--- config.mk ---
export PLATFORM = sky130hd
export DESIGN_NAME = multi_mode_attitude_controller_unit
export DESIGN_NICKNAME = d
export VERILOG_FILES = /design/src/rtl/mmac_pkg.sv /design/src/rtl/mmac_csr.sv /design/src/rtl/mmac_ctrl.sv /design/src/rtl/mmac_dp.sv /design/src/rtl/multi_mode_attitude_controller_unit.sv
export SDC_FILE = /design/constraint.sdc
export NUM_CORES = 2
export LEC_CHECK = 0
export ABC_AREA = 0
export BUFFER_PORTS_ARGS = -buffer_cell sky130_fd_sc_hd__buf_2
export CAP_MARGIN = 40
export CORE_MARGIN = 4
export CORE_UTILIZATION = 64
export CTS_BUF_LIST = sky130_fd_sc_hd__clkbuf_8
export DETAILED_ROUTE_END_ITERATION = 8
export PLACE_DENSITY = 0.83
export SYNTH_ARGS = -nofsm -noshare
export SYNTH_HDL_FRONTEND = slang
export SYNTH_SLANG_ARGS = --single-unit
export TNS_END_PERCENT = 20
--- constraint.sdc ---
create_clock -name clock -period 11.3 [get_ports clock]
set_input_delay 1.695 -clock clock [delete_from_list [all_inputs] [get_ports clock]]
set_output_delay 1.695 -clock clock [all_outputs]
set_load 0.02 [all_outputs]
--- src/rtl/mmac_pkg.sv ---
// Shared types, codes, constants and coefficient functions of the attitude controller.
`timescale 1ns / 1ps
`default_nettype none

package mmac_pkg;

   // Default data format: Q16.16 signed.
   localparam int MMAC_DATA_WIDTH = 32;
   localparam int MMAC_FRAC_BITS  = 16;

   // Register file layout.
   localparam int CSR_ADDR_W  = 4;
   localparam int CSR_IDX_W   = 2;
   localparam int CSR_DATA_W  = 32;
   localparam int MODE_W      = 3;
   localparam int PERIOD_W    = 10;
   localparam int GAIN_W      = 31;

   localparam logic [CSR_IDX_W-1:0] REG_LAW_MODE = 2'd0;
   localparam logic [CSR_IDX_W-1:0] REG_PERIOD   = 2'd1;
   localparam logic [CSR_IDX_W-1:0] REG_GAIN     = 2'd2;

   // Control law codes; the unused code behaves as open loop.
   localparam logic [MODE_W-1:0] MODE_OPEN     = 3'd0;
   localparam logic [MODE_W-1:0] MODE_SPEED    = 3'd1;
   localparam logic [MODE_W-1:0] MODE_PI       = 3'd2;
   localparam logic [MODE_W-1:0] MODE_LEAD     = 3'd3;
   localparam logic [MODE_W-1:0] MODE_LEADLAG  = 3'd4;
   localparam logic [MODE_W-1:0] MODE_SFB      = 3'd5;
   localparam logic [MODE_W-1:0] MODE_SFB_INT  = 3'd6;

   // Register reset values.
   localparam logic [MODE_W-1:0]   RESET_MODE   = MODE_OPEN;
   localparam logic [PERIOD_W-1:0] RESET_PERIOD = 10'd10;
   localparam logic [GAIN_W-1:0]   RESET_GAIN   = 31'd65536;

   // Shared multiplier: coefficients are taken 16 bits a step, two steps.
   localparam int COEF_W      = 32;
   localparam int MUL_DIGIT_W = 16;

   // Period scaling divider: four quotient bits a cycle, divisor 2000.
   localparam int DIV_DIGIT_W = 4;
   localparam int DIV_R_W     = 11;
   localparam logic [DIV_R_W-1:0] DIV_DIVISOR = 11'd2000;

   // Speed loop gain.
   localparam int SPEED_GAIN = 12;

   // Term index width (up to five product terms per law).
   localparam int TERM_IDX_W = 3;

   // Register field group from the register file.
   typedef struct packed {
      logic [MODE_W-1:0]   law_mode;
      logic [PERIOD_W-1:0] period_ms;
      logic [GAIN_W-1:0]   integral_gain;
   } cfg_type;

   typedef enum logic [3:0] {
      ST_IDLE,
      ST_PREP,
      ST_MUL_LOAD,
      ST_MUL_LO,
      ST_MUL_HI,
      ST_MUL_DONE,
      ST_DIV_LOAD,
      ST_DIV_RUN,
      ST_UPDATE,
      ST_FINISH
   } ctrl_state_type;

   typedef enum logic [2:0] {
      MUL_NONE,
      MUL_LOAD,
      MUL_LO,
      MUL_HI,
      MUL_DONE
   } mul_op_type;

   typedef enum logic [1:0] {
      DIV_NONE,
      DIV_LOAD,
      DIV_RUN
   } div_op_type;

   // Multiplier data operand.
   typedef enum logic [3:0] {
      A_E,
      A_E1,
      A_E2,
      A_C1,
      A_C2,
      A_SP,
      A_POS,
      A_RATE,
      A_INTEG
   } asel_type;

   // Multiplier coefficient operand.
   typedef enum logic [3:0] {
      B_KI,
      B_LEAD_A,
      B_LEAD_B,
      B_LEAD_C,
      B_LL_A,
      B_LL_B,
      B_LL_C,
      B_LL_D,
      B_LL_E,
      B_SF_KP,
      B_SF_KV,
      B_SI_KI,
      B_SI_KP,
      B_SI_KV,
      B_SI_RATIO
   } bsel_type;

   // Where a finished product goes.
   typedef enum logic [1:0] {
      D_ADD,
      D_SUB,
      D_U,
      D_INTEG
   } dest_type;

   typedef struct packed {
      asel_type a_sel;
      bsel_type b_sel;
      dest_type dest;
      logic     last;
   } term_type;

   // Commands from the sequencer to the datapath.
   typedef struct packed {
      logic       load;
      logic       prep;
      mul_op_type mul_op;
      asel_type   a_sel;
      bsel_type   b_sel;
      dest_type   dest;
      div_op_type div_op;
      logic       update;
      logic       finish;
   } dp_cmd_type;

   // Status from the datapath to the sequencer.
   typedef struct packed {
      logic div_last;
      logic e_over;
      logic out_free;
   } dp_status_type;

   // Decimal constant n/10000 rounded to nearest at frac fractional bits.
   function automatic longint qc(input longint n, input int frac);
      return ((n << frac) + 64'sd5000) / 64'sd10000;
   endfunction

   // Ratio 13.6236/18.8082 rounded to nearest at frac fractional bits.
   function automatic longint si_ratio(input int frac);
      return ((64'sd136236 << frac) + 64'sd94041) / 64'sd188082;
   endfunction

   // Product term list of each law.
   function automatic term_type term_of(input logic [MODE_W-1:0] mode,
                                        input logic [TERM_IDX_W-1:0] idx);
      term_type t;
      t = '{a_sel: A_E, b_sel: B_KI, dest: D_U, last: 1'b1};
      case (mode)
         MODE_PI: begin
            t = '{a_sel: A_E, b_sel: B_KI, dest: D_U, last: 1'b1};
         end
         MODE_LEAD: begin
            case (idx)
               3'd0:    t = '{a_sel: A_E,  b_sel: B_LEAD_A, dest: D_ADD, last: 1'b0};
               3'd1:    t = '{a_sel: A_E1, b_sel: B_LEAD_B, dest: D_SUB, last: 1'b0};
               default: t = '{a_sel: A_C1, b_sel: B_LEAD_C, dest: D_ADD, last: 1'b1};
            endcase
         end
         MODE_LEADLAG: begin
            case (idx)
               3'd0:    t = '{a_sel: A_E,  b_sel: B_LL_A, dest: D_ADD, last: 1'b0};
               3'd1:    t = '{a_sel: A_E1, b_sel: B_LL_B, dest: D_SUB, last: 1'b0};
               3'd2:    t = '{a_sel: A_E2, b_sel: B_LL_C, dest: D_ADD, last: 1'b0};
               3'd3:    t = '{a_sel: A_C1, b_sel: B_LL_D, dest: D_ADD, last: 1'b0};
               default: t = '{a_sel: A_C2, b_sel: B_LL_E, dest: D_SUB, last: 1'b1};
            endcase
         end
         MODE_SFB: begin
            case (idx)
               3'd0:    t = '{a_sel: A_E,    b_sel: B_SF_KP, dest: D_ADD, last: 1'b0};
               default: t = '{a_sel: A_RATE, b_sel: B_SF_KV, dest: D_SUB, last: 1'b1};
            endcase
         end
         MODE_SFB_INT: begin
            case (idx)
               3'd0:    t = '{a_sel: A_SP,    b_sel: B_SI_RATIO, dest: D_INTEG, last: 1'b0};
               3'd1:    t = '{a_sel: A_INTEG, b_sel: B_SI_KI,    dest: D_ADD,   last: 1'b0};
               3'd2:    t = '{a_sel: A_POS,   b_sel: B_SI_KP,    dest: D_SUB,   last: 1'b0};
               default: t = '{a_sel: A_RATE,  b_sel: B_SI_KV,    dest: D_SUB,   last: 1'b1};
            endcase
         end
         default: begin
            t = '{a_sel: A_E, b_sel: B_KI, dest: D_U, last: 1'b1};
         end
      endcase
      return t;
   endfunction

endpackage

`default_nettype wire

--- src/rtl/mmac_csr.sv ---
// Register file of the attitude controller behind the APB-style port.
`timescale 1ns / 1ps
`default_nettype none

module mmac_csr (
   input  logic                                  clock,
   input  logic                                  reset,
   input  logic                                  csr_psel,
   input  logic                                  csr_penable,
   input  logic                                  csr_pwrite,
   input  logic [mmac_pkg::CSR_ADDR_W-1:0]       csr_paddr,
   input  logic [mmac_pkg::CSR_DATA_W-1:0]       csr_pwdata,
   output logic [mmac_pkg::CSR_DATA_W-1:0]       csr_prdata,
   output logic                                  csr_pready,
   output mmac_pkg::cfg_type                     cfg
);
   import mmac_pkg::*;

   logic [MODE_W-1:0]   law_mode_ff, law_mode_in;
   logic [PERIOD_W-1:0] period_ff, period_in;
   logic [GAIN_W-1:0]   gain_ff, gain_in;
   logic                wr_en;
   logic [CSR_IDX_W-1:0] reg_idx;

   // Registers are word aligned; the index is the word address.
   assign reg_idx    = csr_paddr[CSR_ADDR_W-1:2];
   assign wr_en      = csr_psel && csr_penable && csr_pwrite;
   assign csr_pready = 1'b1;

   // Write decode.
   always_comb begin
      law_mode_in = law_mode_ff;
      period_in   = period_ff;
      gain_in     = gain_ff;
      if (wr_en) begin
         unique case (reg_idx)
            REG_LAW_MODE: law_mode_in = csr_pwdata[MODE_W-1:0];
            REG_PERIOD:   period_in   = csr_pwdata[PERIOD_W-1:0];
            REG_GAIN:     gain_in     = csr_pwdata[GAIN_W-1:0];
            default: begin
            end
         endcase
      end
   end

   always_ff @(posedge clock) begin
      if (reset) begin
         law_mode_ff <= RESET_MODE;
         period_ff   <= RESET_PERIOD;
         gain_ff     <= RESET_GAIN;
      end else begin
         law_mode_ff <= law_mode_in;
         period_ff   <= period_in;
         gain_ff     <= gain_in;
      end
   end

   // Read mux.
   always_comb begin
      unique case (reg_idx)
         REG_LAW_MODE: csr_prdata = CSR_DATA_W'(law_mode_ff);
         REG_PERIOD:   csr_prdata = CSR_DATA_W'(period_ff);
         REG_GAIN:     csr_prdata = CSR_DATA_W'(gain_ff);
         default:      csr_prdata = '0;
      endcase
   end

   assign cfg.law_mode      = law_mode_ff;
   assign cfg.period_ms     = period_ff;
   assign cfg.integral_gain = gain_ff;

endmodule

`default_nettype wire

--- src/rtl/mmac_ctrl.sv ---
// Sequencer of the attitude controller: steps each law through the shared datapath.
`timescale 1ns / 1ps
`default_nettype none

module mmac_ctrl (
   input  logic                               clock,
   input  logic                               reset,
   input  logic                               req_valid,
   output logic                               req_stall,
   input  logic [mmac_pkg::MODE_W-1:0]        law_mode,
   input  mmac_pkg::dp_status_type            status,
   output mmac_pkg::dp_cmd_type               cmd
);
   import mmac_pkg::*;

   ctrl_state_type              state_ff, state_in;
   logic [TERM_IDX_W-1:0]       term_idx_ff, term_idx_in;
   term_type                    term;

   assign term = term_of(law_mode, term_idx_ff);

   // Next state and term index.
   always_comb begin
      state_in    = state_ff;
      term_idx_in = term_idx_ff;
      unique case (state_ff)
         ST_IDLE: begin
            if (req_valid) state_in = ST_PREP;
         end
         ST_PREP: begin
            term_idx_in = '0;
            case (law_mode)
               MODE_PI, MODE_LEAD, MODE_LEADLAG, MODE_SFB: state_in = ST_MUL_LOAD;
               MODE_SFB_INT:                               state_in = ST_DIV_LOAD;
               default:                                    state_in = ST_FINISH;
            endcase
         end
         ST_MUL_LOAD: state_in = ST_MUL_LO;
         ST_MUL_LO:   state_in = ST_MUL_HI;
         ST_MUL_HI:   state_in = ST_MUL_DONE;
         ST_MUL_DONE: begin
            if (!term.last) begin
               term_idx_in = term_idx_ff + 1'b1;
               state_in    = ST_MUL_LOAD;
            end else if (law_mode == MODE_PI) begin
               state_in = ST_DIV_LOAD;
            end else begin
               state_in = ST_FINISH;
            end
         end
         ST_DIV_LOAD: state_in = ST_DIV_RUN;
         ST_DIV_RUN: begin
            if (status.div_last) state_in = ST_UPDATE;
         end
         ST_UPDATE: begin
            // The integrating law replaces its integrator on a large error.
            if (law_mode == MODE_SFB_INT) begin
               term_idx_in = status.e_over ? TERM_IDX_W'(0) : TERM_IDX_W'(1);
               state_in    = ST_MUL_LOAD;
            end else begin
               state_in = ST_FINISH;
            end
         end
         ST_FINISH: begin
            if (status.out_free) state_in = ST_IDLE;
         end
         default: state_in = ST_IDLE;
      endcase
   end

   always_ff @(posedge clock) begin
      if (reset) begin
         state_ff    <= ST_IDLE;
         term_idx_ff <= '0;
      end else begin
         state_ff    <= state_in;
         term_idx_ff <= term_idx_in;
      end
   end

   // Datapath commands.
   always_comb begin
      cmd.load   = (state_ff == ST_IDLE) && req_valid;
      cmd.prep   = (state_ff == ST_PREP);
      cmd.a_sel  = term.a_sel;
      cmd.b_sel  = term.b_sel;
      cmd.dest   = term.dest;
      cmd.update = (state_ff == ST_UPDATE);
      cmd.finish = (state_ff == ST_FINISH) && status.out_free;
      unique case (state_ff)
         ST_MUL_LOAD: cmd.mul_op = MUL_LOAD;
         ST_MUL_LO:   cmd.mul_op = MUL_LO;
         ST_MUL_HI:   cmd.mul_op = MUL_HI;
         ST_MUL_DONE: cmd.mul_op = MUL_DONE;
         default:     cmd.mul_op = MUL_NONE;
      endcase
      unique case (state_ff)
         ST_DIV_LOAD: cmd.div_op = DIV_LOAD;
         ST_DIV_RUN:  cmd.div_op = DIV_RUN;
         default:     cmd.div_op = DIV_NONE;
      endcase
   end

   assign req_stall = (state_ff != ST_IDLE);

endmodule

`default_nettype wire

--- src/rtl/mmac_dp.sv ---
// Datapath of the attitude controller: history, shared multiplier, period divider, output.
`timescale 1ns / 1ps
`default_nettype none

module mmac_dp #(
   parameter int DATA_WIDTH = mmac_pkg::MMAC_DATA_WIDTH,
   parameter int FRAC_BITS  = mmac_pkg::MMAC_FRAC_BITS
) (
   input  logic                          clock,
   input  logic                          reset,
   input  mmac_pkg::cfg_type             cfg,
   input  mmac_pkg::dp_cmd_type          cmd,
   output mmac_pkg::dp_status_type       status,
   input  logic signed [DATA_WIDTH-1:0]  req_setpoint,
   input  logic signed [DATA_WIDTH-1:0]  req_position,
   input  logic signed [DATA_WIDTH-1:0]  req_rate,
   output logic                          rsp_valid,
   input  logic                          rsp_stall,
   output logic signed [DATA_WIDTH-1:0]  rsp_command
);
   import mmac_pkg::*;

   localparam int DW  = DATA_WIDTH;
   localparam int SW  = DW + 6;
   localparam int AW  = DW + 3;
   localparam int MD  = MUL_DIGIT_W;
   localparam int PW  = DW + COEF_W;
   localparam int XW  = DW + 1 + PERIOD_W;
   localparam int XW4 = ((XW + DIV_DIGIT_W - 1) / DIV_DIGIT_W) * DIV_DIGIT_W;
   localparam int NS  = XW4 / DIV_DIGIT_W;
   localparam int CW  = $clog2(NS);

   localparam logic signed [SW-1:0] VMAX_W = {{(SW-DW+1){1'b0}}, {(DW-1){1'b1}}};
   localparam logic signed [SW-1:0] VMIN_W = {{(SW-DW+1){1'b1}}, {(DW-1){1'b0}}};
   localparam logic [PW-1:0] LIM_POS = {{(PW-DW+1){1'b0}}, {(DW-1){1'b1}}};
   localparam logic [PW-1:0] LIM_NEG = LIM_POS + 1'b1;

   // Coefficients at FRAC_BITS fractional bits.
   localparam logic [COEF_W-1:0] C_LEAD_A   = COEF_W'(qc(32420, FRAC_BITS));
   localparam logic [COEF_W-1:0] C_LEAD_B   = COEF_W'(qc(30190, FRAC_BITS));
   localparam logic [COEF_W-1:0] C_LEAD_C   = COEF_W'(qc(6557, FRAC_BITS));
   localparam logic [COEF_W-1:0] C_LL_A     = COEF_W'(qc(32650, FRAC_BITS));
   localparam logic [COEF_W-1:0] C_LL_B     = COEF_W'(qc(62130, FRAC_BITS));
   localparam logic [COEF_W-1:0] C_LL_C     = COEF_W'(qc(29540, FRAC_BITS));
   localparam logic [COEF_W-1:0] C_LL_D     = COEF_W'(qc(16410, FRAC_BITS));
   localparam logic [COEF_W-1:0] C_LL_E     = COEF_W'(qc(6463, FRAC_BITS));
   localparam logic [COEF_W-1:0] C_SF_KP    = COEF_W'(qc(37616, FRAC_BITS));
   localparam logic [COEF_W-1:0] C_SF_KV    = COEF_W'(qc(19724, FRAC_BITS));
   localparam logic [COEF_W-1:0] C_SI_KI    = COEF_W'(qc(188082, FRAC_BITS));
   localparam logic [COEF_W-1:0] C_SI_KP    = COEF_W'(qc(136236, FRAC_BITS));
   localparam logic [COEF_W-1:0] C_SI_KV    = COEF_W'(qc(46107, FRAC_BITS));
   localparam logic [COEF_W-1:0] C_SI_RATIO = COEF_W'(si_ratio(FRAC_BITS));
   localparam logic signed [DW-1:0] THR     = DW'(qc(1745, FRAC_BITS));

   // Saturate a wide signed value to the data range.
   function automatic logic signed [DW-1:0] sat_w(input logic signed [SW-1:0] x);
      logic signed [DW-1:0] r;
      if (x > VMAX_W) begin
         r = VMAX_W[DW-1:0];
      end else if (x < VMIN_W) begin
         r = VMIN_W[DW-1:0];
      end else begin
         r = x[DW-1:0];
      end
      return r;
   endfunction

   // Captured word and working values.
   logic signed [DW-1:0] sp_ff, pos_ff, rate_ff, e_ff, u_ff, integ_ff;
   logic signed [DW-1:0] sp_in, pos_in, rate_in, e_in, u_in, integ_in;
   logic signed [AW-1:0] acc_ff, acc_in;

   // Law history, cleared by reset.
   logic signed [DW-1:0] pi_accum_ff, pi_accum_in, pi_last_ff, pi_last_in;
   logic signed [DW-1:0] err_prev_ff, err_prev_in, err_prev2_ff, err_prev2_in;
   logic signed [DW-1:0] cmd_prev_ff, cmd_prev_in, cmd_prev2_ff, cmd_prev2_in;
   logic signed [DW-1:0] integ_prev_ff, integ_prev_in;

   // Shared multiplier.
   logic [DW-1:0]        mul_a_ff, mul_a_in;
   logic [COEF_W-1:0]    mul_b_ff, mul_b_in;
   logic                 mul_neg_ff, mul_neg_in;
   logic [PW-1:0]        mul_p_ff, mul_p_in;
   logic [DW+MD-1:0]     mul_pp;
   logic [PW-1:0]        mul_sh, mul_mag;
   logic [DW-1:0]        mul_mag_n;
   logic signed [DW-1:0] mul_q;
   logic signed [DW-1:0] a_val;
   logic [COEF_W-1:0]    b_val;

   // Period divider.
   logic [XW4-1:0]       div_x_ff, div_x_in, div_x_step;
   logic [DIV_R_W-1:0]   div_r_ff, div_r_in, div_r_step;
   logic                 div_neg_ff, div_neg_in;
   logic [CW-1:0]        div_cnt_ff, div_cnt_in;
   logic signed [DW:0]   div_s;
   logic [DW:0]          div_mag;
   logic [XW-1:0]        div_prod;
   logic signed [DW:0]   scaled;

   // Output register.
   logic                 rsp_valid_ff, rsp_valid_in;
   logic signed [DW-1:0] rsp_command_ff, rsp_command_in;
   logic signed [DW-1:0] fin_cmd;
   logic signed [SW-1:0] speed_d, speed_w, pi_t, pi_w;

   // Multiplier data operand.
   always_comb begin
      unique case (cmd.a_sel)
         A_E:     a_val = e_ff;
         A_E1:    a_val = err_prev_ff;
         A_E2:    a_val = err_prev2_ff;
         A_C1:    a_val = cmd_prev_ff;
         A_C2:    a_val = cmd_prev2_ff;
         A_SP:    a_val = sp_ff;
         A_POS:   a_val = pos_ff;
         A_RATE:  a_val = rate_ff;
         A_INTEG: a_val = integ_ff;
         default: a_val = e_ff;
      endcase
   end

   // Multiplier coefficient operand; all coefficients are non-negative.
   always_comb begin
      unique case (cmd.b_sel)
         B_KI:       b_val = COEF_W'(cfg.integral_gain);
         B_LEAD_A:   b_val = C_LEAD_A;
         B_LEAD_B:   b_val = C_LEAD_B;
         B_LEAD_C:   b_val = C_LEAD_C;
         B_LL_A:     b_val = C_LL_A;
         B_LL_B:     b_val = C_LL_B;
         B_LL_C:     b_val = C_LL_C;
         B_LL_D:     b_val = C_LL_D;
         B_LL_E:     b_val = C_LL_E;
         B_SF_KP:    b_val = C_SF_KP;
         B_SF_KV:    b_val = C_SF_KV;
         B_SI_KI:    b_val = C_SI_KI;
         B_SI_KP:    b_val = C_SI_KP;
         B_SI_KV:    b_val = C_SI_KV;
         B_SI_RATIO: b_val = C_SI_RATIO;
         default:    b_val = C_LEAD_A;
      endcase
   end

   // One partial product per step: magnitude times one 16-bit coefficient digit.
   assign mul_pp = mul_a_ff * ((cmd.mul_op == MUL_HI) ? mul_b_ff[COEF_W-1:MD]
                                                       : mul_b_ff[MD-1:0]);

   // Drop the fraction, saturate the magnitude and restore the sign.
   always_comb begin
      mul_sh = mul_p_ff >> FRAC_BITS;
      if (mul_neg_ff) begin
         mul_mag = (mul_sh > LIM_NEG) ? LIM_NEG : mul_sh;
      end else begin
         mul_mag = (mul_sh > LIM_POS) ? LIM_POS : mul_sh;
      end
      mul_mag_n = mul_mag[DW-1:0];
      mul_q     = mul_neg_ff ? -signed'(mul_mag_n) : signed'(mul_mag_n);
   end

   // Divider source and its magnitude times the period.
   always_comb begin
      if (cfg.law_mode == MODE_PI) begin
         div_s = (DW+1)'(u_ff) + (DW+1)'(pi_last_ff);
      end else begin
         div_s = (DW+1)'(e_ff) + (DW+1)'(err_prev_ff);
      end
      div_mag  = div_s[DW] ? unsigned'(-div_s) : unsigned'(div_s);
      div_prod = div_mag * cfg.period_ms;
   end

   // Four restoring division steps by 2000; quotient bits shift in at the bottom.
   always_comb begin
      logic [DIV_R_W:0] rt;
      logic [XW4-1:0]   xt;
      rt = {1'b0, div_r_ff};
      xt = div_x_ff;
      for (int i = 0; i < DIV_DIGIT_W; i++) begin
         rt = {rt[DIV_R_W-1:0], xt[XW4-1]};
         xt = {xt[XW4-2:0], 1'b0};
         if (rt >= {1'b0, DIV_DIVISOR}) begin
            rt    = rt - {1'b0, DIV_DIVISOR};
            xt[0] = 1'b1;
         end
      end
      div_r_step = rt[DIV_R_W-1:0];
      div_x_step = xt;
   end

   // Scaled sum, truncated toward zero.
   assign scaled = div_neg_ff ? -signed'({1'b0, div_x_ff[DW-1:0]})
                              : signed'({1'b0, div_x_ff[DW-1:0]});

   // Command of each law.
   always_comb begin
      speed_d = SW'(sp_ff) - SW'(rate_ff);
      speed_w = speed_d * SW'(SPEED_GAIN);
      pi_t    = (SW'(e_ff) <<< 1) + SW'(pi_accum_ff) - SW'(rate_ff);
      pi_w    = pi_t <<< 1;
      case (cfg.law_mode)
         MODE_SPEED:                               fin_cmd = sat_w(speed_w);
         MODE_PI:                                  fin_cmd = sat_w(pi_w);
         MODE_LEAD, MODE_LEADLAG, MODE_SFB, MODE_SFB_INT: fin_cmd = sat_w(SW'(acc_ff));
         default:                                  fin_cmd = sp_ff;
      endcase
   end

   // Next values of all datapath registers.
   always_comb begin
      sp_in          = sp_ff;
      pos_in         = pos_ff;
      rate_in        = rate_ff;
      e_in           = e_ff;
      u_in           = u_ff;
      integ_in       = integ_ff;
      acc_in         = acc_ff;
      pi_accum_in    = pi_accum_ff;
      pi_last_in     = pi_last_ff;
      err_prev_in    = err_prev_ff;
      err_prev2_in   = err_prev2_ff;
      cmd_prev_in    = cmd_prev_ff;
      cmd_prev2_in   = cmd_prev2_ff;
      integ_prev_in  = integ_prev_ff;
      mul_a_in       = mul_a_ff;
      mul_b_in       = mul_b_ff;
      mul_neg_in     = mul_neg_ff;
      mul_p_in       = mul_p_ff;
      div_x_in       = div_x_ff;
      div_r_in       = div_r_ff;
      div_neg_in     = div_neg_ff;
      div_cnt_in     = div_cnt_ff;
      rsp_command_in = rsp_command_ff;
      rsp_valid_in   = rsp_valid_ff && rsp_stall;

      // Capture the input word.
      if (cmd.load) begin
         sp_in   = req_setpoint;
         pos_in  = req_position;
         rate_in = req_rate;
      end

      // Error and cleared sum.
      if (cmd.prep) begin
         e_in   = sat_w(SW'(sp_ff) - SW'(pos_ff));
         acc_in = '0;
      end

      // Multiplier steps.
      unique case (cmd.mul_op)
         MUL_LOAD: begin
            mul_a_in   = a_val[DW-1] ? (~unsigned'(a_val) + 1'b1) : unsigned'(a_val);
            mul_b_in   = b_val;
            mul_neg_in = a_val[DW-1];
         end
         MUL_LO: begin
            mul_p_in = {{MD{1'b0}}, mul_pp};
         end
         MUL_HI: begin
            mul_p_in = mul_p_ff + {mul_pp, {MD{1'b0}}};
         end
         MUL_DONE: begin
            unique case (cmd.dest)
               D_ADD:   acc_in   = acc_ff + AW'(mul_q);
               D_SUB:   acc_in   = acc_ff - AW'(mul_q);
               D_U:     u_in     = mul_q;
               D_INTEG: integ_in = mul_q;
               default: acc_in   = acc_ff;
            endcase
         end
         default: begin
         end
      endcase

      // Divider steps.
      unique case (cmd.div_op)
         DIV_LOAD: begin
            div_x_in   = XW4'(div_prod);
            div_r_in   = '0;
            div_neg_in = div_s[DW];
            div_cnt_in = '0;
         end
         DIV_RUN: begin
            div_x_in   = div_x_step;
            div_r_in   = div_r_step;
            div_cnt_in = status.div_last ? CW'(0) : div_cnt_ff + 1'b1;
         end
         default: begin
         end
      endcase

      // Integrator updates once the scaled sum is ready.
      if (cmd.update) begin
         if (cfg.law_mode == MODE_PI) begin
            pi_accum_in = sat_w(SW'(pi_accum_ff) + SW'(scaled));
            pi_last_in  = u_ff;
         end else begin
            integ_in = sat_w(SW'(scaled) + SW'(integ_prev_ff));
         end
      end

      // Result word and history shift.
      if (cmd.finish) begin
         rsp_command_in = fin_cmd;
         rsp_valid_in   = 1'b1;
         case (cfg.law_mode)
            MODE_LEAD: begin
               cmd_prev_in = fin_cmd;
               err_prev_in = e_ff;
            end
            MODE_LEADLAG: begin
               cmd_prev2_in = cmd_prev_ff;
               err_prev2_in = err_prev_ff;
               cmd_prev_in  = fin_cmd;
               err_prev_in  = e_ff;
            end
            MODE_SFB_INT: begin
               integ_prev_in = integ_ff;
               err_prev_in   = e_ff;
            end
            default: begin
            end
         endcase
      end
   end

   // Control state and law history.
   always_ff @(posedge clock) begin
      if (reset) begin
         rsp_valid_ff  <= 1'b0;
         div_cnt_ff    <= '0;
         pi_accum_ff   <= '0;
         pi_last_ff    <= '0;
         err_prev_ff   <= '0;
         err_prev2_ff  <= '0;
         cmd_prev_ff   <= '0;
         cmd_prev2_ff  <= '0;
         integ_prev_ff <= '0;
      end else begin
         rsp_valid_ff  <= rsp_valid_in;
         div_cnt_ff    <= div_cnt_in;
         pi_accum_ff   <= pi_accum_in;
         pi_last_ff    <= pi_last_in;
         err_prev_ff   <= err_prev_in;
         err_prev2_ff  <= err_prev2_in;
         cmd_prev_ff   <= cmd_prev_in;
         cmd_prev2_ff  <= cmd_prev2_in;
         integ_prev_ff <= integ_prev_in;
      end
   end

   // Working registers.
   always_ff @(posedge clock) begin
      sp_ff          <= sp_in;
      pos_ff         <= pos_in;
      rate_ff        <= rate_in;
      e_ff           <= e_in;
      u_ff           <= u_in;
      integ_ff       <= integ_in;
      acc_ff         <= acc_in;
      mul_a_ff       <= mul_a_in;
      mul_b_ff       <= mul_b_in;
      mul_neg_ff     <= mul_neg_in;
      mul_p_ff       <= mul_p_in;
      div_x_ff       <= div_x_in;
      div_r_ff       <= div_r_in;
      div_neg_ff     <= div_neg_in;
      rsp_command_ff <= rsp_command_in;
   end

   assign status.div_last = (div_cnt_ff == CW'(NS - 1));
   assign status.e_over   = (e_ff > THR) || (e_ff < -THR);
   assign status.out_free = !rsp_valid_ff || !rsp_stall;

   assign rsp_valid   = rsp_valid_ff;
   assign rsp_command = rsp_command_ff;

`ifndef ASSERT_OFF
   // A result is only written into a free output register.
   a_finish_free: assert property (@(posedge clock) disable iff (reset)
      cmd.finish |-> (!rsp_valid_ff || !rsp_stall))
      else $error("result written over a word still waiting");

   // A finished result is offered in the next cycle.
   a_finish_valid: assert property (@(posedge clock) disable iff (reset)
      cmd.finish |=> rsp_valid_ff)
      else $error("finished result not offered");

   // The upper coefficient digit always follows the lower one.
   a_mul_order: assert property (@(posedge clock) disable iff (reset)
      (cmd.mul_op == MUL_HI) |-> ($past(cmd.mul_op) == MUL_LO))
      else $error("multiplier upper step out of order");

   // A running division continues from a previous division step.
   a_div_order: assert property (@(posedge clock) disable iff (reset)
      (cmd.div_op == DIV_RUN && div_cnt_ff != '0) |-> ($past(cmd.div_op) == DIV_RUN))
      else $error("divider step count out of sequence");
`endif

endmodule

`default_nettype wire

--- src/rtl/multi_mode_attitude_controller_unit.sv ---
// Top level of the multi-mode attitude controller.
`timescale 1ns / 1ps
`default_nettype none

// Multi-mode attitude controller. Each input word (setpoint, position, rate,
// signed fixed point with FRAC_BITS fractional bits) yields one saturated
// wheel command under the law selected in law_mode. The block works on one
// word at a time: req_stall is low only while it waits for a word, and a
// finished command waits in an output register so the next word can be taken.
// After a word is accepted the sequencer forms the error, then runs each
// product term through the multiplier steps (load, lower digit, upper
// digit, accumulate). PI runs its term before, and integrating state
// feedback runs its terms after, the period divider and the integrator
// update. The number of product terms per law is: open and speed loop 0,
// PI 1, lead 3, lead-lag 5, state feedback 2, integrating state feedback
// 3, or 4 when the error exceeds the threshold. The single shared
// multiplier steps through the coefficient 16 bits at a time; the period
// scaling takes four quotient bits a cycle. req_stall drops in the cycle
// in which the command is first offered, so the next word can be taken
// while that command waits; a stalled command holds the block
// until its output register is free. Registers sit at byte
// addresses 0 (law_mode), 4 (period_ms) and 8 (integral_gain) and should be
// written only while the block is idle; all law history is cleared by reset.
module multi_mode_attitude_controller_unit #(
   parameter int DATA_WIDTH = mmac_pkg::MMAC_DATA_WIDTH,
   parameter int FRAC_BITS  = mmac_pkg::MMAC_FRAC_BITS
) (
   input  logic                                clock,
   input  logic                                reset,
   input  logic                                req_valid,
   output logic                                req_stall,
   input  logic signed [DATA_WIDTH-1:0]        req_setpoint,
   input  logic signed [DATA_WIDTH-1:0]        req_position,
   input  logic signed [DATA_WIDTH-1:0]        req_rate,
   output logic                                rsp_valid,
   input  logic                                rsp_stall,
   output logic signed [DATA_WIDTH-1:0]        rsp_command,
   input  logic                                csr_psel,
   input  logic                                csr_penable,
   input  logic                                csr_pwrite,
   input  logic [mmac_pkg::CSR_ADDR_W-1:0]     csr_paddr,
   input  logic [mmac_pkg::CSR_DATA_W-1:0]     csr_pwdata,
   output logic [mmac_pkg::CSR_DATA_W-1:0]     csr_prdata,
   output logic                                csr_pready
);
   import mmac_pkg::*;

   cfg_type       cfg;
   dp_cmd_type    cmd;
   dp_status_type status;

   // Register file.
   mmac_csr u_csr (
      .clock       (clock),
      .reset       (reset),
      .csr_psel    (csr_psel),
      .csr_penable (csr_penable),
      .csr_pwrite  (csr_pwrite),
      .csr_paddr   (csr_paddr),
      .csr_pwdata  (csr_pwdata),
      .csr_prdata  (csr_prdata),
      .csr_pready  (csr_pready),
      .cfg         (cfg)
   );

   // Law sequencer.
   mmac_ctrl u_ctrl (
      .clock     (clock),
      .reset     (reset),
      .req_valid (req_valid),
      .req_stall (req_stall),
      .law_mode  (cfg.law_mode),
      .status    (status),
      .cmd       (cmd)
   );

   // Arithmetic and history.
   mmac_dp #(
      .DATA_WIDTH (DATA_WIDTH),
      .FRAC_BITS  (FRAC_BITS)
   ) u_dp (
      .clock        (clock),
      .reset        (reset),
      .cfg          (cfg),
      .cmd          (cmd),
      .status       (status),
      .req_setpoint (req_setpoint),
      .req_position (req_position),
      .req_rate     (req_rate),
      .rsp_valid    (rsp_valid),
      .rsp_stall    (rsp_stall),
      .rsp_command  (rsp_command)
   );

endmodule

`default_nettype wire

# After elaboration in Yosys (flattened, before gate mapping)
# Cells that the tools add are included.
dict set report word_totals {
  in_bits 139
  wordCells 228
  out_inout_bits 67
  ff_bits 724
}
dict set report op_classes {
  mul 3
  addsub 21
  reduce_logical 33
  n_lt_le_gt_ge 20
  n_mux 64
  eq_ne 56
  n_bitwise 1
}
# op n
set op_table {}
lappend op_table {{two-way mux 32 bit} 19}
lappend op_table {{one-hot mux 31 bit (14 select lines)} 1}
lappend op_table {{one-hot mux 32 bit (8 select lines)} 1}
lappend op_table {{greater-than comparator 38 x 32 -> 1 bit (second input constant)} 5}
lappend op_table {{< comparator 38 x 32 -> 1 bit (second input constant)} 5}
lappend op_table {{one-hot mux 64 bit (2 select lines)} 1}
lappend op_table {{two-way mux 33 bit} 3}
lappend op_table {{one-hot mux 32 bit (3 select lines)} 1}
lappend op_table {{one-hot mux 31 bit (3 select lines)} 1}
lappend op_table {{one-hot mux 44 bit (2 select lines)} 1}
lappend op_table {{two-way mux 35 bit} 2}
lappend op_table {{one-hot mux 35 bit (2 select lines)} 1}
lappend op_table {{adder 33 x 32 -> 34 bit} 2}
lappend op_table {{adder 32 x 32 -> 33 bit} 2}
lappend op_table {{subtractor 32 x 32 -> 33 bit} 2}
lappend op_table {{adder 64 bit} 1}
lappend op_table {{equality test 4 x 3 -> 1 bit (second input constant)} 12}
lappend op_table {{>= comparator 12 x 11 -> 1 bit (second input constant)} 4}
lappend op_table {{greater-than comparator 48 x 31 -> 1 bit (second input constant)} 1}
lappend op_table {{greater-than comparator 48 x 32 -> 1 bit (second input constant)} 1}
lappend op_table {{multiplier 32 x 48 -> 48 bit} 1}
lappend op_table {{equality test 4 bit (second input constant)} 11}
lappend op_table {{two-way mux 11 bit} 4}
lappend op_table {{one-hot mux 11 bit (4 select lines)} 1}
lappend op_table {{other kinds (56)} 115}

# Depth between registers and ports, before layout
dict set report depth {
  depth_word 9
  ltp_mapped 44
  mapped_depth_nobuf 41
}

# Hierarchy
# A second synthesis with hierarchy kept.
dict set report unflattened {
  hier_cells 9289
  area_unflattened_um2 79485.0
}
# mod seq_area_each_um2 area_per_inst_um2 cells_per_inst n_inst
set by_module_without_submodules {}
lappend by_module_without_submodules {mmac_dp 16736.1 76195.6 8908 1}
lappend by_module_without_submodules {mmac_csr 880.8 2233.4 230 1}
lappend by_module_without_submodules {mmac_ctrl 140.1 1056.0 151 1}

# Worst setup path before layout
# OpenSTA, ideal clock, no wires.
dict set report synth_timing {
  path_kind {register to register}
  from {register u_ctrl.state_ff[3]}
  to {register u_dp.mul_p_ff[60] (data pin)}
  arrival_time_ns 9.330
  slack_ns 1.704
  n_path_buf 3
  path_stages_with_launch 42
  t_required_ns 11.034
  synth_period_minus_slack_ns 9.596
  setup_ns 0.266
  cell_sequence {dfxtp_1 clkbuf_1 nor3_1 clkbuf_1 nand2_1 nand2_1 clkbuf_1 nand2_1 fa_1 inv_1 fa_1 inv_1 fa_1 inv_1 fa_1 fa_1 inv_1 fa_1 [... 6 more ...] and3_1 o31a_1 o21a_1 o21ai_0 nand2b_1 xor2_1 ha_1 nand4_1 nor2_1 a221oi_1 a21oi_1 o21a_1 a41o_1 o41ai_1 o31ai_1 o31ai_1 xor2_1 nor2_1}
}
dict set report synth_between {
  elab_chain_len 7
  word_cells_on_any_way 11
  cone_classes {add/sub (1); mul (1); eq/ne (6); mux (3)}
}
# element line_no
set synth_rtl {}
lappend synth_rtl {{start: declaration} mmac_ctrl.sv:16} ;# ctrl_state_type state_ff, state_in;
lappend synth_rtl {{start signal: assignment} mmac_ctrl.sv:76} ;# state_ff <= state_in;
lappend synth_rtl {{equality test 4 x 3 -> 1 bit / equality test 4 x 2 -> 1 bit (equally long branches)} mmac_ctrl.sv:90} ;# unique case (state_ff)
lappend synth_rtl {{one-hot mux 3 bit (4 select lines) *} mmac_ctrl.sv:90}
lappend synth_rtl {{equality test 3 x 2 -> 1 bit} {mmac_dp.sv:146, mmac_dp.sv:249}}
lappend synth_rtl {{two-way mux 16 bit} mmac_dp.sv:146} ;# assign mul_pp = mul_a_ff * ((cmd.mul_op == MUL_HI) ? mul_b_ff[COEF_W-1:MD]
lappend synth_rtl {{multiplier 32 x 48 -> 48 bit} mmac_dp.sv:146}
lappend synth_rtl {{adder 64 bit} mmac_dp.sv:259} ;# mul_p_in = mul_p_ff + {mul_pp, {MD{1'b0}}};
lappend synth_rtl {{one-hot mux 64 bit (2 select lines) *} mmac_dp.sv:249} ;# unique case (cmd.mul_op)
lappend synth_rtl {{end signal: assignment} mmac_dp.sv:363} ;# mul_p_ff <= mul_p_in;
lappend synth_rtl {{end: declaration} mmac_dp.sv:83} ;# logic [PW-1:0] mul_p_ff, mul_p_in;
# Mark *: on every way between the ends. The rest lies on a longest branch, timed or not.
# A chain may end at the register's enable or synchronous reset.

# Worst setup path in the final report
dict set report layout_timing {
  from {register u_dp.e_ff[0]}
  to {register u_dp.div_x_ff[42] (data pin)}
}
dict set report layout_between {
  elab_chain_len 6
}
# element line_no
set layout_rtl {}
lappend layout_rtl {{start: declaration} mmac_dp.sv:69} ;# logic signed [DW-1:0] sp_ff, pos_ff, rate_ff, e_ff, u_ff, integ_ff;
lappend layout_rtl {{start signal: assignment} mmac_dp.sv:356} ;# e_ff <= e_in;
lappend layout_rtl {{adder 32 x 32 -> 33 bit *} mmac_dp.sv:166} ;# div_s = (DW+1)'(e_ff) + (DW+1)'(err_prev_ff);
lappend layout_rtl {{two-way mux 33 bit *} mmac_dp.sv:163} ;# if (cfg.law_mode == MODE_PI) begin
lappend layout_rtl {{negator 33 bit} mmac_dp.sv:168} ;# div_mag = div_s[DW] ? unsigned'(-div_s) : unsigned'(div_s);
lappend layout_rtl {{two-way mux 33 bit *} mmac_dp.sv:168}
lappend layout_rtl {{multiplier 33 x 10 -> 43 bit *} mmac_dp.sv:169} ;# div_prod = div_mag * cfg.period_ms;
lappend layout_rtl {{one-hot mux 44 bit (2 select lines) *} mmac_dp.sv:275} ;# unique case (cmd.div_op)
lappend layout_rtl {{net u_dp.div_x_in[42]} mmac_dp.sv:92} ;# logic [XW4-1:0] div_x_ff, div_x_in, div_x_step;
lappend layout_rtl {{end signal: assignment} mmac_dp.sv:364} ;# div_x_ff <= div_x_in;
lappend layout_rtl {{end: declaration} mmac_dp.sv:92}
# Mark *: on every way through the listed nets, which the timed path passes. The rest lies on a longest branch.

==> impl_metrics.yaml <==
yosys:
  seq_area_frac_synth_pct: 22.14
  synth_top_area_share_pct: 17.62
  ys_top_cells_by_area: "fa_1 18%, edfxtp_1 13%, ha_1 9.2%"
  synth_ff_type: "edfxtp_1"
  yosysTopAreaCell: "fa_1"
  synthCells: 9550
  synth-edff-count: 360
  ys_ff_latch: 707
  async_flop_share_pct: 0
  syn_nets: 10990
  yosysWarnings: 0
  synth_commonest_cells: "1485 x nand2_1, 1062 x inv_1, 735 x a21oi_1, 706 x fa_1, 593 x ha_1"
  netlist_area_um2: 80220
  avgSynthCellArea_um2: 8.400
  post-synth-top-count-cell: "nand2_1"
  synth_cell_type_count: 113
die:
  boundaryPins: 206
  die-area_um2: 131100
  core_area_um2: 124100
  row_count: 129
  die_x_um: 362.0
  start_util_pct: 64.63
  die_h_um: 362.0
detailed_routing:
  ant_nets: 0
  drt_iter0_markers: 7590
  drt-total-wl_um: 260400
  vias_per_cell: 6.410
  drc_errors: 0
  first_pass_iters: 9
  vias: 73120
  wire_per_inst_um: 22.83
clock_tree:
  cts_tree: "yes"
  root_buffer: "clkbuf_8"
  holdBufCountCts: 0
  clk_pin_slew_ns: 0.07
  htreeDepth: 3
  clockBufferDepth: 3
  insertion_delay_ns: 0.88
  cts_made_buffers: 120
  cts.sink_count: 707
final_layout:
  layout-drive-gt1-share_pct: 7.908
  final_nets: 11100
  area_growth_pct: 7.231
  stdcell_area_um2: 86020
  seq_area_um2: 17760
  fillerInstances: 9971
  multiInputGateArea_um2: 57020
global_routing:
  grt_pass1_wl_um: 405000
  grt_pass1_vias: 72330
  grt.total_usage_pct: 39.34
  antenna_found_initial: 7
  grt_overflow_total: 0
  grt_max_degree: 85
sta:
  fmax_mhz: 93.08
  drv_slew: 0
  setup_viol: 0
  maxSlewHeadroom_pct: 12.74
  rsz0062_at_grt: "false"
  fin_ws_ns: 0.5563
  hold_viol: 0
  setup_tns_ns: 0
  period_needed_ns: 10.74
  timing.final.crit_share_pct: 95.08
  skew_ns: 0.08040
  worst_slew_pin_slew_ns: 1.309
min_path:
  holdCritPathClass: "reg -> reg"
critical_path:
  path_class: "reg -> reg"
  slowest_stage: "xnor2_1"
  cp_common_cell: "fa_1"
  start_kind: "register"
  slowest_delay_ns: 0.72
  cp.arrival_ns: 11.28
  end_kind: "register"
  worstPathMaxFanout: 12
  cp.required_ns: 11.83
placed_design:
  dp_hpwl_um: 204900
  pre_cts_ws_ns: 0.5192
  placed_area_um2: 83380
  numPortBuffers: 200
  routabilityCongestion: 1.057
pwr:
  powerDensity_nw_per_um2: 191.2
  peakVddDrop_v: 0.0001936
  leakage_uw: 0.03857
status:
  status: "complete, no violations"
run:
  maxCapViolCount: 0
[worst paths after layout]
path,start,to,slack (ns),cells past startpoint
max reg2reg,u_dp.e_ff[0]$_SDFFCE_PN1P_,u_dp.div_x_ff[42]$_DFFE_PP_,0.56,36
max,u_dp.e_ff[0]$_SDFFCE_PN1P_,u_dp.div_x_ff[42]$_DFFE_PP_,0.56,36
min reg2reg,u_dp.cmd_prev2_ff[17]$_SDFFE_PP0P_,u_dp.cmd_prev2_ff[17]$_SDFFE_PP0P_,0.45,2
min,u_dp.cmd_prev2_ff[17]$_SDFFE_PP0P_,u_dp.cmd_prev2_ff[17]$_SDFFE_PP0P_,0.45,2
[per-layer routing]
layer	up-vias	wire [um]	track usage [%]	part of all wire, %
met4	0	21950	26.97	8.4
met3	1020	25320	9.095	9.7
li1	32890	-	-	-
met1	35310	95400	47.45	37
met2	3902	117800	62.89	45
met5	-	0	0	0
[critical path: cells and delay by family, from the launching register on]
kind                     cells  cell delay, ns
flip-flops                   1            0.54
adder cells (fa/ha/maj)      8            3.50
buffers and inverters        4            0.63
AO/OA/AOI/OAI               17            4.07
AND/OR/NAND/NOR              5            0.80
XOR/XNOR                     2            0.89
[placed cells by master, fill, tap and decap left out, types with 54 or more instances in the layout]
cell type     n
buf_2       216
nor3_1      104
a31oi_1     106
ha_1        592
mux2i_1      78
a21o_1      214
fa_1        706
o21bai_1     64
and3_1       74
clkbuf_8    137
o21ai_0     466
nor2_1      443
buf_4       188
o211ai_1     72
nor2b_1      63
inv_1      1098
nand2_1    1472
and2_1      378
o21a_1       74
o31ai_1      54
a211oi_1    100
nand3_1     188
xor2_1      177
a21oi_1     731
xnor2_1     305
nand2b_1     78
nand4_1      54
dfxtp_1     347
edfxtp_1    360
[through the flow]
| stage | hold WS (ns) | util, % | total power [uW] | cells |
|---|---|---|---|---|
| after floorplan | 0.4319 | - | 10830 | 9550 |
| after global placement | 0.4370 | 66.94 | 13430 | 11130 |
| after detailed placement | 0.4421 | 67.17 | 13700 | 11160 |
| after CTS | 0.4508 | 69.18 | 16230 | 11390 |
| after global routing | 0.4716 | 69.29 | 17680 | 11400 |
| final | 0.4525 | 69.30 | 16450 | 11410 |
[cell families (layout without fill, tap and decap cells)]
group                      Yosys count  count (layout)  synth area share, %
AOI/OAI and AO/OA                 2329            2329                18.72
xor gates and xnor gates           487             487                5.363
adders and majority gates         1307            1307                26.97
buffers and inverters             1496            1708                7.102
DFF                                707             707                22.14
muxes                              130             130                1.720
other                                2              10             0.009362
and+or+nand+nor                   3092            3092                17.98
[power by group]
group	internal (uW)	switching (uW)
logic	4240	6420
clock network	1270	1190
registers	3080	250
total	8590	7860
[cell type report]
type                            instances  area share (%)
Antenna cell                            8         0.02327
Clock buffer                          136           2.176
Clock inverter                         91          0.7171
Multi-Input combinational cell       7347           66.29
Inverter                             1064           4.646
Timing Repair Buffer                  417           3.123
Tap cell                             1637           2.381
Sequential cell                       707           20.64
[repair_timing]
| item | in CTS | in global routing |
|---|---|---|
| resized for setup | 0 | 18 |
| buffers inserted | 0 | 1 |
| setup endpoints to repair | 0 | 10 |
[flip-flops by register name (all words and copies together), names as in the netlist, 11 cells and up]
register            cells
u_csr.gain_ff          31
u_dp.acc_ff            35
u_dp.cmd_prev2_ff      32
u_dp.cmd_prev_ff       32
u_dp.div_r_ff          11
u_dp.div_x_ff          44
u_dp.e_ff              32
u_dp.err_prev2_ff      32
u_dp.err_prev_ff       32
u_dp.integ_ff          32
u_dp.integ_prev_ff     32
u_dp.mul_a_ff          32
u_dp.mul_b_ff          31
u_dp.mul_p_ff          48
u_dp.pi_accum_ff       32
u_dp.pi_last_ff        32
u_dp.pos_ff            32
u_dp.rate_ff           32
u_dp.rsp_command       32
u_dp.sp_ff             32
u_dp.u_ff              32
(Power assumes the default switching activity.)
